--- src/sv/mro_pkg.sv ---
// Shared constants, opcodes and controller/datapath command and status types
// for the max-min representative ordering block. No dependencies.
package mro_pkg;

  localparam int unsigned MAX_POINTS_DEF     = 64;
  localparam int unsigned DIST_FRAC_BITS_DEF = 15;

  localparam logic [1:0] OP_LOAD_POINT = 2'd0;
  localparam logic [1:0] OP_LOAD_DIST  = 2'd1;
  localparam logic [1:0] OP_RUN        = 2'd2;

  typedef struct packed {
    logic load_point;
    logic load_dist;
    logic run_start;
    logic pass_start;
    logic scan;
    logic update;
    logic pick;
    logic next_rank;
  } mro_cmd_t;

  typedef struct packed {
    logic pass_done;
    logic last_rank;
    logic n_zero;
  } mro_status_t;

endpackage

--- src/sv/mro_ctrl.sv ---
// Controller state machine: sequences load, scan, emit and update passes.
// Depends on mro_pkg.
module mro_ctrl (
  input  logic                 clk_i,
  input  logic                 rst_ni,
  input  logic                 in_valid_i,
  input  logic [1:0]           in_op_i,
  output logic                 in_ready_o,
  output logic                 out_valid_o,
  input  logic                 out_ready_i,
  input  mro_pkg::mro_status_t status_i,
  output mro_pkg::mro_cmd_t    cmd_o
);

  typedef enum logic [1:0] {
    ST_IDLE,
    ST_SCAN,
    ST_EMIT,
    ST_UPD
  } state_e;

  state_e state_q, state_d;
  logic   out_valid_d;

  assign in_ready_o = (state_q == ST_IDLE);

  always_comb begin
    state_d     = state_q;
    out_valid_d = out_valid_o;
    cmd_o       = '0;
    cmd_o.scan   = (state_q == ST_SCAN);
    cmd_o.update = (state_q == ST_UPD);
    case (state_q)
      ST_IDLE: begin
        if (in_valid_i) begin
          cmd_o.load_point = (in_op_i == mro_pkg::OP_LOAD_POINT);
          cmd_o.load_dist  = (in_op_i == mro_pkg::OP_LOAD_DIST);
          if (in_op_i == mro_pkg::OP_RUN && !status_i.n_zero) begin
            cmd_o.run_start = 1'b1;
            state_d         = ST_SCAN;
          end
        end
      end
      ST_SCAN: begin
        if (status_i.pass_done) begin
          cmd_o.pick  = 1'b1;
          out_valid_d = 1'b1;
          state_d     = ST_EMIT;
        end
      end
      ST_EMIT: begin
        if (out_ready_i) begin
          out_valid_d = 1'b0;
          if (status_i.last_rank) begin
            state_d = ST_IDLE;
          end else begin
            cmd_o.pass_start = 1'b1;
            state_d          = ST_UPD;
          end
        end
      end
      ST_UPD: begin
        if (status_i.pass_done) begin
          cmd_o.pass_start = 1'b1;
          cmd_o.next_rank  = 1'b1;
          state_d          = ST_SCAN;
        end
      end
      default: state_d = ST_IDLE;
    endcase
  end

  always_ff @(posedge clk_i or negedge rst_ni) begin
    if (!rst_ni) begin
      state_q     <= ST_IDLE;
      out_valid_o <= 1'b0;
    end else begin
      state_q     <= state_d;
      out_valid_o <= out_valid_d;
    end
  end

endmodule

--- config.mk ---
export PLATFORM = sky130hd
export DESIGN_NAME = mro_ctrl
export DESIGN_NICKNAME = d
export VERILOG_FILES = /design/src/sv/mro_pkg.sv /design/src/sv/mro_ctrl.sv
export SDC_FILE = /design/constraint.sdc
export NUM_CORES = 1
export LEC_CHECK = 0
export BUFFER_PORTS_ARGS = -buffer_cell sky130_fd_sc_hd__buf_4
export CORE_AREA = 5 5 42 44
export CTS_CLUSTER_SIZE = 20
export DETAILED_ROUTE_END_ITERATION = 12
export DIE_AREA = 0 0 47 49
export PLACE_DENSITY = 0.49
export SYNTH_ARGS = -nofsm -noshare
export SYNTH_HDL_FRONTEND = slang
export SYNTH_SLANG_ARGS = --single-unit
export TNS_END_PERCENT = 20
--- constraint.sdc ---
create_clock -name clk_i -period 1.7 [get_ports clk_i]
set_clock_uncertainty 0.1 [all_clocks]
set_input_delay 0.34 -clock clk_i [delete_from_list [all_inputs] [get_ports clk_i]]
set_output_delay 0.34 -clock clk_i [all_outputs]
set_load 0.01 [all_outputs]
## Word level (Yosys, flattened, before mapping)

Cells that the tools add are included.
W data, S select, Z words.

- Flip-flop bits (word level): 3
- Bits in latches: 0
- Bits in writable memories: 0
- Memory bits (read-only): 0
- Input port bits: 9
- Output and inout bits: 10
- Word-level logic and storage cells: 38
- Memories: 0

- $add $sub $neg: 0
- Multiply operators: 0
- Divide/modulo/power cells: 0
- Magnitude comparators: 0
- Eq/ne operators: 10
- Shift operators: 0
- Mux-type cells: 19
- Bitwise gates (word level): 0
- Reductions and logical operators: 7

Operators with widths:

| kind | number |
|---|---|
| $mux W2 | 6 |
| $mux W1 | 8 |
| $ne A2 B2 Y1 const B | 4 |
| $pmux W2 S4 | 1 |
| $eq A2 B2 Y1 const B | 3 |
| $mux W3 | 2 |
| $reduce_and A5 Y1 | 1 |
| $eq A2 B1 Y1 const B | 2 |
| $logic_not A2 Y1 | 2 |
| $pmux W1 S2 | 2 |
| $reduce_and A3 Y1 | 1 |
| $ne A2 B1 Y1 const B | 1 |
| $reduce_bool A2 Y1 | 1 |
| $logic_and A1 B1 Y1 | 1 |
| $logic_not A1 Y1 | 1 |

## Longest topological paths before layout

- Word-level depth: 5
- Depth in mapped cells: 5
- Depth with buffers taken out: 5

## Least setup slack after synthesis

No wires, ideal clock.

- Kind: register -> output
- Start point: reg state_q[0]
- End point: out cmd_o[7] in the netlist's numbering
- Arrival time: 1.276 ns
- Required time: 1.260 ns
- Setup slack: -0.016 ns
- Cell stages (with the launch flop): 5
- Buffers on the path: 0
- Cell sequence: dfrtp_1 inv_1 ha_1 inv_1 nor4b_1

RTL lines:

| item | RTL line | RTL |
|---|---|---|
| from (decl) | mro_ctrl.sv:22 | `state_e state_q, state_d;` |
| from (signal assigned) | mro_ctrl.sv:78 | `state_q <= state_d;` |
| to (decl) | mro_ctrl.sv:12 | `output mro_pkg::mro_cmd_t cmd_o` |

==> impl_metrics.csv <==
group,metric,value,unit
detailed_routing,viasPerCell,4.19,
finish,nets,75,
placed_design,dp_hpwl,662,um
pwr,irDropWorstVdd,0.638,mV
floorplanning,dieArea,2300,um^2
setup_path,cp.arrival,1.31,ns
pwr,powerDensity,1520,nW/um^2
yosys,synth-edff-count,0,
global_route,grt_max_degree,5,
cts,clk-insertion-delay-late,0.23,ns
yosys,yosys.area.top_type,"dfrtp_1",
floorplanning,rows,14,
cts,cts_root_buf,"clkbuf_4",
yosys,synth-seq-area-share,26.5,%
cts,htreeDepth,1,
sta,period_minus_slack,1.75,ns
setup_path,critical_path_class,"reg2out",
finish,final_core_util,43.8,%
detailed_routing,drc,0,
yosys,synth_fp_nets,43,
sta,finalHoldViolCount,0,
yosys,yosys_warnings,0,
yosys,syn_area_per_cell,9.43,um^2
finish,antennaDiodeCount,0,
sta,tightest_slew,0.188,ns
cts,cts_buffers,3,
yosys,postSynthCellCount,30,
setup_path,cp-end-kind,"output port",
cts,cts.clk_slew.worst_paths,0.04,ns
finish,fin_cells,77,
detailed_routing,dr.pass1.iters,1,
finish,syn_to_final_growth,117,%
pwr,p_leak,0.301,nW
setup_path,worstPathRequired,1.26,ns
run_status,violations,"negative setup slack",
hold_path,worst_hold_path_type,"in2async",
finish,drive_gt1_share,70.5,%
sta,fin_setup_tns,-0.0971,ns
detailed_routing,wire_per_inst,12.0,um
floorplanning,die_x,47,um
run_status,status,"complete, but fails checks",
detailed_routing,ant_nets,0,
floorplanning,ios,19,
setup_path,crit_path_max_fanout,3,
floorplanning,die_h,49,um
yosys,synth_top_cells_by_area,"dfrtp_1 27%, ha_1 18%, mux2i_1 7.1%, o221a_4 7.1%, inv_1 5.3%",
global_route,grt_usage,8.32,%
placed_design,numPortBuffers,18,
finish,nFillCells,142,
sta,max_freq,572,MHz
placed_design,gp_congestion,0.655,
yosys,syn-cell-area,283,um^2
cts,cts_tree,"yes",
global_route,grt_pass1_vias,361,
global_route,antenna_found_initial,0,
detailed_routing,vias,323,
sta,relSlewSlack,87.5,%
sta,final-max-slew-violation-count,0,
sta,fin_hold_ws,0.335,ns
global_route,grt_pass1_wl,1400,um
yosys,async_flop_share,100,%
detailed_routing,routed_wl,921,um
sta,period_share,103,%
global_route,overflow,0,
setup_path,critPathLaunchType,"register",
yosys,ys_seq_elements,3,
yosys,ys.flop_type,"dfrtp_1",
cts,cts.sink_count,3,
placed_design,dp_cells,66,
floorplanning,core-area,1400,um^2
floorplanning,start_util,20.2,%
yosys,ys_types,17,
run,drv_cap,0,
yosys,synth_common_cells,"4 x ha_1, 4 x inv_1, 3 x dfrtp_1",
sta,rsz0062_at_grt,"true",
yosys,synth_top_area_share,26.5,%
sta,setup_viol,3,
detailed_routing,drt_iter0_drc,0,
sta,worst_slack,-0.0491,ns
cts,clock_path_buffers,2,
## stage by stage
stage	cell area [um^2]	setup slack (ns)	power, W
2_1_floorplan	289	0.106	0.000399
3_3_place_gp	459	0.102	0.000577
4_1_cts	588	-0.0602	0.000893
6_report	613	-0.0491	0.000933
3_5_place_dp	459	0.0651	0.000578
5_1_grt	613	-0.118	0.00102
## final cells by class
class / instances / area (um^2) / share of cell area (%)
Sequential cell: 3 / 76.3 / 12.4
Multi-Input combinational cell: 23 / 251 / 41.0
Clock buffer: 4 / 26.3 / 4.29
Inverter: 4 / 15.0 / 2.45
Tap cell: 16 / 20.0 / 3.27
Timing Repair Buffer: 27 / 224 / 36.5
## state kept, by name, summed over array words and instances, names as in the netlist
register     flops
state_q          2
out_valid_o      1
## layer usage
metal	wire length, um	part of all wire, %	track usage [%]
met1	349	38	9.05
met2	475	52	14.0
met3	96	10	2.21
met4	0	0	4.15
met5	0	0	0
## repair_timing
| item | 4_1_cts | 5_1_grt |
|---|---|---|
| endpoints found under the hold margin | 3 | 0 |
| endpoints found under the setup margin | 4 | 6 |
| hold buffers | 1 | 0 |
| resized for setup | 17 | 3 |
| pin swaps | 4 | 4 |
| buffers inserted | 4 | 2 |
## worst max-delay path, stage by stage (launching register included)
cell,delay (ns)
dfrtp_2,0.43
inv_2,0.10
ha_4,0.14
inv_2,0.05
nor4b_2,0.20
buf_4,0.16
## kinds of logic (layout without fill, tap and decap cells)
| kind of cell | count (synthesis) | after routing | share of synthesized area [%] |
|---|---|---|---|
| compound gates | 5 | 5 | 16.4 |
| fa+ha+maj | 4 | 4 | 17.7 |
| buf+inv | 4 | 35 | 5.31 |
| flops | 3 | 3 | 26.5 |
| mux | 2 | 2 | 7.08 |
| simple gates | 12 | 12 | 27.0 |
## power breakdown
part | internal [W] | switching [W]
sequential | 0.000104 | 0.0000301
clock | 0.0000880 | 0.0000369
combinational | 0.000401 | 0.000273
## final timing paths
path	from	end	slack, ns	depth (start not counted)
max in group asynchronous	rst_ni	state_q[1]$_DFFE_PN0P_	1.06	2
worst max-delay path	state_q[1]$_DFFE_PN0P_	cmd_o[7]	-0.05	5
worst max register to register	state_q[1]$_DFFE_PN0P_	state_q[1]$_DFFE_PN0P_	0.09	7
min in group clk_i	out_ready_i	out_valid_o$_DFFE_PN0P_	0.34	3
worst min-delay path	rst_ni	state_q[0]$_DFFE_PN0P_	0.34	2
worst min register to register	out_valid_o$_DFFE_PN0P_	out_valid_o$_DFFE_PN0P_	0.41	1
## placed cells by master (no fill, tap or decap), types with 2 or more instances in the layout
| master | Yosys | layout |
|---|---|---|
| buf_4 | 0 | 21 |
| buf_6 | 0 | 5 |
| inv_2 | 0 | 3 |
| ha_4 | 0 | 3 |
| clkbuf_4 | 0 | 3 |
| and2_4 | 0 | 2 |
| o21ai_0 | 2 | 2 |
| nor2_1 | 2 | 2 |
| mux2i_1 | 2 | 2 |
| dfrtp_1 | 3 | 2 |
(Power assumes the default switching activity.)
